$ cat config.mk
export PLATFORM = sky130hd
export DESIGN_NAME = button_debounce_backlight_dimmer_core
export DESIGN_NICKNAME = d
export VERILOG_FILES = /design/src/rtl/core/bdbd_pkg.sv /design/src/rtl/core/bdbd_cfg.sv /design/src/rtl/core/button_debounce_backlight_dimmer_core.sv
export SDC_FILE = /design/constraint.sdc
export NUM_CORES = 2
export LEC_CHECK = 0
export BUFFER_PORTS_ARGS = -buffer_cell sky130_fd_sc_hd__buf_4
export CAP_MARGIN = 20
export CORE_ASPECT_RATIO = 0.7
export CORE_MARGIN = 8
export CORE_UTILIZATION = 53
export DETAILED_ROUTE_END_ITERATION = 10
export GPL_TIMING_DRIVEN = 0
export PLACE_DENSITY = 0.82
export REMOVE_ABC_BUFFERS = 1
export SETUP_SLACK_MARGIN = 0.02
export SKIP_CTS_REPAIR_TIMING = 1
export SLEW_MARGIN = 15
export SYNTH_ARGS = -nofsm -noshare
export SYNTH_HDL_FRONTEND = slang
export SYNTH_SLANG_ARGS = --single-unit
$ cat constraint.sdc
create_clock -name clk_i -period 6.92 [get_ports clk_i]
set_input_delay 1.038 -clock clk_i [delete_from_list [all_inputs] [get_ports clk_i]]
set_output_delay 1.038 -clock clk_i [all_outputs]
set_load 0.005 [all_outputs]
$ cat src/rtl/core/bdbd_pkg.sv
package bdbd_pkg;

  // Default number of scanned buttons.
  localparam int NUM_BUTTONS_DEF = 6;

  // Field widths of the input request.
  localparam int NOW_W    = 32;
  localparam int LEVELS_W = 6;
  localparam int POS_W    = 4;
  localparam int VBUS_W   = 2;

  // Field widths of the result.
  localparam int IDX_W = 3;
  localparam int SEL_W = 4;
  localparam int CMP_W = 16;

  // Configuration register widths.
  localparam int DEB_W      = 10;
  localparam int DIMMIN_W   = 8;
  localparam int PCT_W      = 7;
  localparam int PER_W      = 16;
  localparam int CFG_DATA_W = 16;
  localparam int CFG_IDX_W  = 2;

  // Stream data widths, padded to whole bytes.
  localparam int IN_TDATA_W  = 48;
  localparam int OUT_TDATA_W = 32;

  // Precomputed products: period times percent, and the idle threshold in ms.
  localparam int PROD_W   = 23;
  localparam int THRESH_W = 24;

  localparam int MS_PER_MIN = 60000;
  localparam int DIM_PCT    = 99;
  localparam int VBUS_USB   = 2;

  // Register reset values.
  localparam int DEBOUNCE_RST = 100;
  localparam int DIM_MIN_RST  = 5;
  localparam int PCT_RST      = 100;
  localparam int PERIOD_RST   = 65535;

  typedef enum logic [CFG_IDX_W-1:0] {
    CFG_DEBOUNCE = 2'd0,
    CFG_DIM_MIN  = 2'd1,
    CFG_BRIGHT   = 2'd2,
    CFG_PERIOD   = 2'd3
  } cfg_idx_e;

  // Configuration as seen by the poll logic.
  typedef struct packed {
    logic [DEB_W-1:0]    debounce_ms;
    logic [THRESH_W-1:0] dim_thresh_ms;
    logic [CMP_W-1:0]    bright_cmp;
    logic [CMP_W-1:0]    dim_cmp;
  } bl_cfg_t;

endpackage

$ cat src/rtl/core/bdbd_cfg.sv
module bdbd_cfg
  import bdbd_pkg::*;
(
  input  logic                  clk_i,
  input  logic                  rst_ni,
  input  logic                  cfg_we_i,
  input  logic [CFG_IDX_W-1:0]  cfg_idx_i,
  input  logic [CFG_DATA_W-1:0] cfg_wdata_i,
  output bl_cfg_t               cfg_o
);

  // floor(x / 100) as a multiply by ceil(2^30 / 100); exact for all x below 2^23.
  localparam int                RECIP_W     = 24;
  localparam int                RECIP_SHIFT = 30;
  localparam int                QUO_W       = 17;
  localparam logic [RECIP_W-1:0] RECIP_MUL  = 24'd10737419;

  localparam logic [PROD_W-1:0]   BRIGHT_PROD_RST = PROD_W'(PERIOD_RST * PCT_RST);
  localparam logic [PROD_W-1:0]   DIM_PROD_RST    = PROD_W'(PERIOD_RST * DIM_PCT);
  localparam logic [THRESH_W-1:0] THRESH_RST      = THRESH_W'(DIM_MIN_RST * MS_PER_MIN);

  function automatic logic [QUO_W-1:0] div100(input logic [PROD_W-1:0] x);
    logic [PROD_W+RECIP_W-1:0] p;
    p = (PROD_W+RECIP_W)'(x) * (PROD_W+RECIP_W)'(RECIP_MUL);
    return p[RECIP_SHIFT +: QUO_W];
  endfunction

  logic [DEB_W-1:0]    debounce_q, debounce_d;
  logic [PCT_W-1:0]    pct_q, pct_d;
  logic [PER_W-1:0]    period_q, period_d;
  logic [PROD_W-1:0]   bright_prod_q, bright_prod_d;
  logic [PROD_W-1:0]   dim_prod_q, dim_prod_d;
  logic [THRESH_W-1:0] thresh_q, thresh_d;
  logic [QUO_W-1:0]    bright_quo;
  logic [QUO_W-1:0]    dim_quo;

  // The products are formed at write time so that the poll path only divides.
  always_comb begin
    debounce_d    = debounce_q;
    pct_d         = pct_q;
    period_d      = period_q;
    bright_prod_d = bright_prod_q;
    dim_prod_d    = dim_prod_q;
    thresh_d      = thresh_q;
    if (cfg_we_i) begin
      case (cfg_idx_e'(cfg_idx_i))
        CFG_DEBOUNCE: begin
          debounce_d = cfg_wdata_i[DEB_W-1:0];
        end
        CFG_DIM_MIN: begin
          thresh_d = THRESH_W'(cfg_wdata_i[DIMMIN_W-1:0]) * THRESH_W'(MS_PER_MIN);
        end
        CFG_BRIGHT: begin
          pct_d         = cfg_wdata_i[PCT_W-1:0];
          bright_prod_d = PROD_W'(period_q) * PROD_W'(cfg_wdata_i[PCT_W-1:0]);
        end
        CFG_PERIOD: begin
          period_d      = cfg_wdata_i[PER_W-1:0];
          bright_prod_d = PROD_W'(cfg_wdata_i[PER_W-1:0]) * PROD_W'(pct_q);
          dim_prod_d    = PROD_W'(cfg_wdata_i[PER_W-1:0]) * PROD_W'(DIM_PCT);
        end
        default: begin
        end
      endcase
    end
  end

  always_ff @(posedge clk_i or negedge rst_ni) begin
    if (!rst_ni) begin
      debounce_q    <= DEB_W'(DEBOUNCE_RST);
      pct_q         <= PCT_W'(PCT_RST);
      period_q      <= PER_W'(PERIOD_RST);
      bright_prod_q <= BRIGHT_PROD_RST;
      dim_prod_q    <= DIM_PROD_RST;
      thresh_q      <= THRESH_RST;
    end else begin
      debounce_q    <= debounce_d;
      pct_q         <= pct_d;
      period_q      <= period_d;
      bright_prod_q <= bright_prod_d;
      dim_prod_q    <= dim_prod_d;
      thresh_q      <= thresh_d;
    end
  end

  assign bright_quo = div100(bright_prod_q);
  assign dim_quo    = div100(dim_prod_q);

  // A brightness above one hundred percent can exceed the compare range.
  assign cfg_o.debounce_ms   = debounce_q;
  assign cfg_o.dim_thresh_ms = thresh_q;
  assign cfg_o.bright_cmp    = (bright_quo[QUO_W-1:CMP_W] != '0) ? '1 : bright_quo[CMP_W-1:0];
  assign cfg_o.dim_cmp       = dim_quo[CMP_W-1:0];

endmodule

$ cat src/rtl/core/button_debounce_backlight_dimmer_core.sv
// Button debounce, tool selector and backlight inactivity dimmer. Each input
// request is one poll: a millisecond timestamp, the active-low button levels,
// the selector position and the USB VBUS code. Every poll yields exactly one
// result: a debounced button event, a selection change, an optional backlight
// compare write and the dimmed state after the poll. The block takes one poll
// per clock cycle while the result side keeps up; a poll is held in the input
// register, and its result is then registered in the output register. Both
// registers hold a request while the downstream side stalls, so a new poll is
// still taken while a finished result waits. The compare values
// period*percent/100 and period*99/100 and the idle threshold in milliseconds
// are prepared when a register is written, so configuration writes take
// effect for the very next poll. Elapsed times are computed modulo 2^32. The
// display comes out of reset dimmed.
module button_debounce_backlight_dimmer_core
  import bdbd_pkg::*;
#(
  parameter int NUM_BUTTONS = NUM_BUTTONS_DEF
) (
  input  logic                   clk_i,
  input  logic                   rst_ni,

  // Poll requests.
  input  logic                   s_axis_tvalid,
  output logic                   s_axis_tready,
  // Fields from bit 0: now_ms[31:0], button_levels[37:32],
  // selector_position[41:38], vbus_state[43:42], zero padding.
  input  logic [IN_TDATA_W-1:0]  s_axis_tdata,

  // Poll results.
  output logic                   m_axis_tvalid,
  input  logic                   m_axis_tready,
  // Fields from bit 0: button_event[0], button_index[3:1],
  // selection_changed[4], selection[8:5], backlight_write[9],
  // backlight_compare[25:10], display_dimmed[26], zero padding.
  output logic [OUT_TDATA_W-1:0] m_axis_tdata,

  // Register writes.
  input  logic                   cfg_we_i,
  input  logic [CFG_IDX_W-1:0]   cfg_idx_i,
  input  logic [CFG_DATA_W-1:0]  cfg_wdata_i
);

  localparam int BIDX_W = (NUM_BUTTONS > 1) ? $clog2(NUM_BUTTONS) : 1;
  localparam int PAD_W  = OUT_TDATA_W - (3 + IDX_W + SEL_W + CMP_W + 1);

  typedef struct packed {
    logic [PAD_W-1:0] pad;
    logic             display_dimmed;
    logic [CMP_W-1:0] backlight_compare;
    logic             backlight_write;
    logic [SEL_W-1:0] selection;
    logic             selection_changed;
    logic [IDX_W-1:0] button_index;
    logic             button_event;
  } res_t;

  bl_cfg_t cfg;

  bdbd_cfg u_cfg (
    .clk_i       (clk_i),
    .rst_ni      (rst_ni),
    .cfg_we_i    (cfg_we_i),
    .cfg_idx_i   (cfg_idx_i),
    .cfg_wdata_i (cfg_wdata_i),
    .cfg_o       (cfg)
  );

  // Handshake and pipeline control.
  logic accept;
  logic fire;
  logic in_vld_q, in_vld_d;
  logic out_vld_q, out_vld_d;

  // Input register, payload only.
  logic [NOW_W-1:0]    now_q;
  logic [LEVELS_W-1:0] levels_q;
  logic [POS_W-1:0]    pos_q;
  logic [VBUS_W-1:0]   vbus_q;

  // Poll state.
  logic              has_sel_q, has_sel_n;
  logic [SEL_W-1:0]  cur_sel_q, cur_sel_n;
  logic              lbv_q, lbv_n;
  logic [BIDX_W-1:0] lb_q, lb_n;
  logic [NOW_W-1:0]  pstart_q, pstart_n;
  logic              delivered_q, delivered_n;
  logic [NOW_W-1:0]  li_q, li_n;
  logic              dimmed_q, dimmed_n;

  res_t res_q, res_n;

  // Per-poll decode.
  logic [NUM_BUTTONS+LEVELS_W-1:0] lev_ext;
  logic              found;
  logic [BIDX_W-1:0] pidx;
  logic [SEL_W-1:0]  sel;
  logic              sel_hit;
  logic              same_btn;
  logic              held;
  logic              btn_new;
  logic              btn_fire;
  logic              btn_release;
  logic              usb;
  logic              idle_long;
  logic              dim_now;
  logic              any_int;
  logic              bright_wr;
  logic              ev;

  assign fire          = in_vld_q & (~out_vld_q | m_axis_tready);
  assign s_axis_tready = ~in_vld_q | fire;
  assign accept        = s_axis_tvalid & s_axis_tready;
  assign in_vld_d      = accept | (in_vld_q & ~fire);
  assign out_vld_d     = fire | (out_vld_q & ~m_axis_tready);

  // Buttons above the six level bits read as zero, which is a press.
  assign lev_ext = {{NUM_BUTTONS{1'b0}}, levels_q};

  // Lowest-index pressed button wins.
  always_comb begin
    found = 1'b0;
    pidx  = '0;
    for (int i = NUM_BUTTONS - 1; i >= 0; i--) begin
      if (!lev_ext[i]) begin
        found = 1'b1;
        pidx  = BIDX_W'(i);
      end
    end
  end

  assign sel     = pos_q - POS_W'(1);
  assign sel_hit = (pos_q != '0) && (!has_sel_q || (cur_sel_q != sel));

  // Buttons are scanned only once a selection exists, including this poll's.
  assign same_btn    = lbv_q && (lb_q == pidx);
  assign held        = (now_q - pstart_q) > NOW_W'(cfg.debounce_ms);
  assign btn_new     = has_sel_n & found & ~same_btn;
  assign btn_fire    = has_sel_n & found & same_btn & held & ~delivered_q;
  assign btn_release = has_sel_n & ~found;

  assign usb       = vbus_q >= VBUS_W'(VBUS_USB);
  assign idle_long = (now_q - li_q) > NOW_W'(cfg.dim_thresh_ms);

  // An interaction earlier in the same poll resets the idle time to zero, so
  // dimming only happens on a poll without selector or button activity.
  assign dim_now   = ~dimmed_q & ~usb & ~sel_hit & ~btn_fire & idle_long;
  assign any_int   = sel_hit | btn_fire | usb;
  assign bright_wr = dimmed_q & any_int;

  // The event is suppressed while dimmed, judged after any selector undim.
  assign ev = btn_fire & ~(dimmed_q & ~sel_hit);

  always_comb begin
    has_sel_n   = has_sel_q | sel_hit;
    cur_sel_n   = sel_hit ? sel : cur_sel_q;
    lbv_n       = lbv_q | btn_new;
    lb_n        = btn_new ? pidx : lb_q;
    pstart_n    = btn_new ? now_q : pstart_q;
    delivered_n = delivered_q;
    if (btn_new) begin
      delivered_n = 1'b0;
    end else if (btn_fire) begin
      delivered_n = 1'b1;
    end else if (btn_release) begin
      delivered_n = 1'b0;
    end
    li_n = any_int ? now_q : li_q;
    if (dim_now) begin
      dimmed_n = 1'b1;
    end else if (any_int) begin
      dimmed_n = 1'b0;
    end else begin
      dimmed_n = dimmed_q;
    end

    res_n                   = '0;
    res_n.button_event      = ev;
    res_n.button_index      = ev ? IDX_W'(pidx) : '0;
    res_n.selection_changed = sel_hit;
    res_n.selection         = cur_sel_n;
    res_n.backlight_write   = dim_now | bright_wr;
    if (dim_now) begin
      res_n.backlight_compare = cfg.dim_cmp;
    end else if (bright_wr) begin
      res_n.backlight_compare = cfg.bright_cmp;
    end
    res_n.display_dimmed = dimmed_n;
  end

  always_ff @(posedge clk_i or negedge rst_ni) begin
    if (!rst_ni) begin
      in_vld_q    <= 1'b0;
      out_vld_q   <= 1'b0;
      has_sel_q   <= 1'b0;
      cur_sel_q   <= '0;
      lbv_q       <= 1'b0;
      lb_q        <= '0;
      pstart_q    <= '0;
      delivered_q <= 1'b0;
      li_q        <= '0;
      dimmed_q    <= 1'b1;
    end else begin
      in_vld_q  <= in_vld_d;
      out_vld_q <= out_vld_d;
      if (fire) begin
        has_sel_q   <= has_sel_n;
        cur_sel_q   <= cur_sel_n;
        lbv_q       <= lbv_n;
        lb_q        <= lb_n;
        pstart_q    <= pstart_n;
        delivered_q <= delivered_n;
        li_q        <= li_n;
        dimmed_q    <= dimmed_n;
      end
    end
  end

  always_ff @(posedge clk_i) begin
    if (accept) begin
      now_q    <= s_axis_tdata[0 +: NOW_W];
      levels_q <= s_axis_tdata[NOW_W +: LEVELS_W];
      pos_q    <= s_axis_tdata[NOW_W+LEVELS_W +: POS_W];
      vbus_q   <= s_axis_tdata[NOW_W+LEVELS_W+POS_W +: VBUS_W];
    end
    if (fire) begin
      res_q <= res_n;
    end
  end

  assign m_axis_tvalid = out_vld_q;
  assign m_axis_tdata  = res_q;

`ifndef NO_ASSERTIONS
  // A delivered button event always leaves the display lit.
  a_ev_undimmed: assert property (@(posedge clk_i) disable iff (!rst_ni)
    out_vld_q && res_q.button_event |-> !res_q.display_dimmed)
    else $error("button event reported with the display dimmed");

  // A selection change is an interaction and leaves the display lit.
  a_sel_undimmed: assert property (@(posedge clk_i) disable iff (!rst_ni)
    out_vld_q && res_q.selection_changed |-> !res_q.display_dimmed)
    else $error("selection change reported with the display dimmed");

  // USB power keeps the display lit.
  a_usb_undim: assert property (@(posedge clk_i) disable iff (!rst_ni)
    fire && usb |=> !dimmed_q)
    else $error("display dimmed while on USB power");

  // A compare write goes with a change of the dimmed state, and only then.
  a_wr_toggle: assert property (@(posedge clk_i) disable iff (!rst_ni)
    fire |=> res_q.backlight_write == (dimmed_q != $past(dimmed_q)))
    else $error("backlight write does not match a dimmed state change");

  // Without a write the compare field reads as zero.
  a_cmp_zero: assert property (@(posedge clk_i) disable iff (!rst_ni)
    out_vld_q && !res_q.backlight_write |-> res_q.backlight_compare == '0)
    else $error("backlight compare nonzero without a write");
`endif

endmodule

==> key figures <==
Synth
  • Synth warn: 0
  • Top cells by area, synth: fa_1, ha_1, inv_1, dfrtp_1, edfxtp_1
  • Mapped cell area: 41500 um2
  • Synth Register Bits: 244
  • Sequential share of the synthesized area: 0.157
  • Synth top area share: 0.276
  • Count leader, synth: inv_1
  • Post-Syn Instances: 4282
  • Yosys cell types: 81
  • Syn avg cell area: 9.70 um2
  • Number of enable flip-flop cells after synthesis: 70
  • Top FF cell, synth: dfrtp_1
  • Synth cell count leaders: inv_1, ha_1, fa_1
  • Asr flop ratio synth: 0.713
  • Synth area leader: fa_1

Floorplanning
  • Row count: 86
  • CORE AREA: 78100 um2
  • Die area: 87700 um2
  • Die Width: 351 um
  • Initial Util: 0.531
  • I/O pin total: 105
  • Chip Height: 250 um

Critical path
  • CP bufs+invs: 4
  • Crit end category: flop
  • Crit path required time: 7.25 ns
  • Slowest CP cell: dfstp_4
  • Worst reg2reg startpoint: u_cfg.dim_prod_q[3]$_DFFE_PN1P_
  • CP peak stage delay: 0.69 ns
  • Reg2reg setup slack: -0.04 ns
  • RR Endpoint: m_axis_tdata[25]$_DFFE_PP_
  • Most common cell on crit path: fa_1
  • CP Cell Sequence: fa_2 -> fa_1 -> inv_2 -> fa_1 -> inv_2 -> fa_1 -> inv_1 -> fa_1 -> inv_2 -> fa_1 -> fa_1 -> ha_4 -> a21oi_2 -> o21ai_2 -> a211oi_2 -> o21ai_4 -> a31oi_4 -> a21oi_4 -> a21oi_2 -> o21ai_2 -> nor4_2 -> nor3_2 -> xnor2_1 -> a22o_1
  • CP arrival: 7.29 ns
  • CP Launch Type: flop
  • CP top delay family: adder cells
  • Maximum fanout along the worst path: 7
  • Setup CP Type: reg -> reg
  • Number of cells on the worst reg-to-reg path: 24

Clock network
  • CTS Sinks: 244
  • H-tree levels: 1
  • CTS clk-pin slew, worst paths: 0.06 ns
  • Number of CTS-inserted buffers: 29
  • Maximum root-to-sink buffer count: 3
  • Clk Latency, worst-skew pair: 0.59 ns
  • Clock Root Buffer: clkbuf_16
  • CTS tree: done

Timing
  • Crit path setup slack, layout: -0.0367 ns
  • Tcrit/Tclk final: 1.01
  • Final slew viol count: 0
  • Clock Skews: 0.0223 ns
  • RSZ-0062 raised after global routing: true
  • Final hold vios: 0
  • Worst Tran Pin Value: 0.928 ns
  • Min cycle time layout: 6.96 ns
  • Fmax achieved: 144 MHz
  • Final setup viols: 2
  • Slew margin rel.: 0.380

Outcome
  • Outcome: finished, violations left
  • Failing checks: setup timing

Drt
  • Post-Route WL: 100 mm
  • Via count: 30.1k
  • Routed WL per cell: 18.2 um
  • TritonRoute pass-1 iters: 6
  • 1st-iter DRT viols: 2203
  • Antenna Violating Nets Remaining: 0
  • Drt drc: 0
  • Routed vias/inst: 5.48

Layout
  • Layout area overhead: 10.0%
  • Layout cells sized above 1: 0.123
  • Layout Utilization: 0.585
  • Layout Nets: 5804

Global routing
  • Largest net degree at the start of global routing: 101
  • All-Layer GR Usage: 0.223
  • Initial antenna violation count: 8
  • Vias in the first global route: 30.8k
  • Grt ovf: 0
  • First-pass GRT wire length: 160 mm

Worst hold path
  • Hold Path Stages: 2
  • Hold_sp: u_cfg.thresh_q[14]$_DFFE_PN0P_
  • Min-Delay Path Class: reg -> reg
  • Worst Hold End: u_cfg.thresh_q[14]$_DFFE_PN0P_

Place
  • Detail Placement HPWL: 81.8 mm
  • PortBufs: 94
  • GP Congestion: 0.952

Run
  • Max Cap Viol: 0
layout make-up:
type	count	area, um2
antenna	7	17.5
clock buffer	34	754
clock inverter	20	196
fill	6365	32400
inverter	989	3720
multi-input combinational	2956	31700
sequential	244	6560
tap	1056	1320
timing repair buffer	181	1460
cell usage in the layout (no fill, tap or decap), types with 33 or more instances in the layout:
cell | Yosys | routed
and2_1 | 65 | 63
dfrtp_1 | 112 | 106
xnor2_1 | 94 | 94
nor3_1 | 40 | 38
fa_1 | 572 | 549
nand3_1 | 37 | 34
a21oi_1 | 153 | 138
inv_1 | 988 | 964
nor2_1 | 132 | 122
edfxtp_1 | 70 | 70
buf_4 | 5 | 171
mux2_2 | 48 | 48
a21o_1 | 64 | 64
nand4_1 | 33 | 33
nand2_1 | 353 | 350
dfstp_2 | 62 | 57
ha_1 | 760 | 727
xor2_1 | 61 | 61
o21ai_0 | 170 | 159
sequential cells by signal, indices dropped and copies added, names as in the netlist, 3 cells and up:
register and count:
li_q 32, now_q 32, pstart_q 32, m_axis_tdata 27, u_cfg.bright_prod_q 23, u_cfg.dim_prod_q 23
u_cfg.thresh_q 19, u_cfg.period_q 15, u_cfg.debounce_q 10, u_cfg.pct_q 7, levels_q 6, cur_sel_q 4
pos_q 4, lb_q 3
worst register-to-register path, stage by stage (launching register included):
cell      delay [ns]
dfstp_4         0.69
fa_2            0.48
fa_1            0.53
inv_2           0.05
fa_1            0.50
inv_2           0.05
fa_1            0.49
inv_1           0.05
fa_1            0.49
inv_2           0.04
fa_1            0.40
fa_1            0.57
ha_4            0.24
a21oi_2         0.14
o21ai_2         0.11
a211oi_2        0.35
o21ai_4         0.17
a31oi_4         0.28
a21oi_4         0.11
a21oi_2         0.21
o21ai_2         0.09
nor4_2          0.26
nor3_2          0.07
xnor2_1         0.12
a22o_1          0.23
metrics by stage:
stage / instance area (um2) / TNS, ns / hold WS [ns] / setup WS, ns / std cells
finish: 45700 / -0.0578 / 0.477 / -0.0367 / 5487
global route: 45700 / -2.36 / 0.503 / -0.245 / 5484
CTS: 44200 / -11.93 / 0.484 / -0.930 / 5399
detailed placement: 43300 / -11.54 / 0.465 / -0.912 / 5345
global placement: 43100 / -24.08 / 0.462 / -1.59 / 5338
floorplan: 41100 / 0 / 0.439 / 0.141 / 4188
worst max-delay path by stage:
stage	start	slack [ns]	depth (start not counted)	end
2_1_floorplan	u_cfg.dim_prod_q[11]$_DFFE_PN1P_	0.14	24	m_axis_tdata[25]$_DFFE_PP_
3_3_place_gp	u_cfg.bright_prod_q[6]$_DFFE_PN0P_	-1.59	24	m_axis_tdata[23]$_DFFE_PP_
3_5_place_dp	u_cfg.dim_prod_q[3]$_DFFE_PN1P_	-0.91	24	m_axis_tdata[25]$_DFFE_PP_
4_1_cts	u_cfg.dim_prod_q[3]$_DFFE_PN1P_	-0.93	24	m_axis_tdata[25]$_DFFE_PP_
5_1_grt	u_cfg.dim_prod_q[3]$_DFFE_PN1P_	-0.25	24	m_axis_tdata[25]$_DFFE_PP_
6_report	u_cfg.dim_prod_q[3]$_DFFE_PN1P_	-0.04	24	m_axis_tdata[25]$_DFFE_PP_
logic make-up (layout without fill, tap and decap cells):
| logic type | Yosys count | count (layout) | synth area share |
|---|---|---|---|
| simple gates | 780 | 781 | 0.0878 |
| other cells | 1 | 12 | 0.0000903 |
| flops | 244 | 244 | 0.157 |
| xor+xnor | 155 | 155 | 0.0327 |
| mux | 95 | 95 | 0.0277 |
| compound gates | 588 | 588 | 0.0897 |
| buf+inv | 1087 | 1224 | 0.0997 |
| fa+ha+maj | 1332 | 1332 | 0.505 |
routing by layer:
| layer | part of all wire | global-route usage |
|---|---|---|
| met4 | 0.028 | 0.0538 |
| met1 | 0.44 | 0.317 |
| met2 | 0.45 | 0.342 |
| met5 | 0.00025 | 0 |
| met3 | 0.086 | 0.0528 |
Power is left out: the tool's default activity adds up to more than one toggle a clock period on the data nets, which glitch-free logic cannot reach.
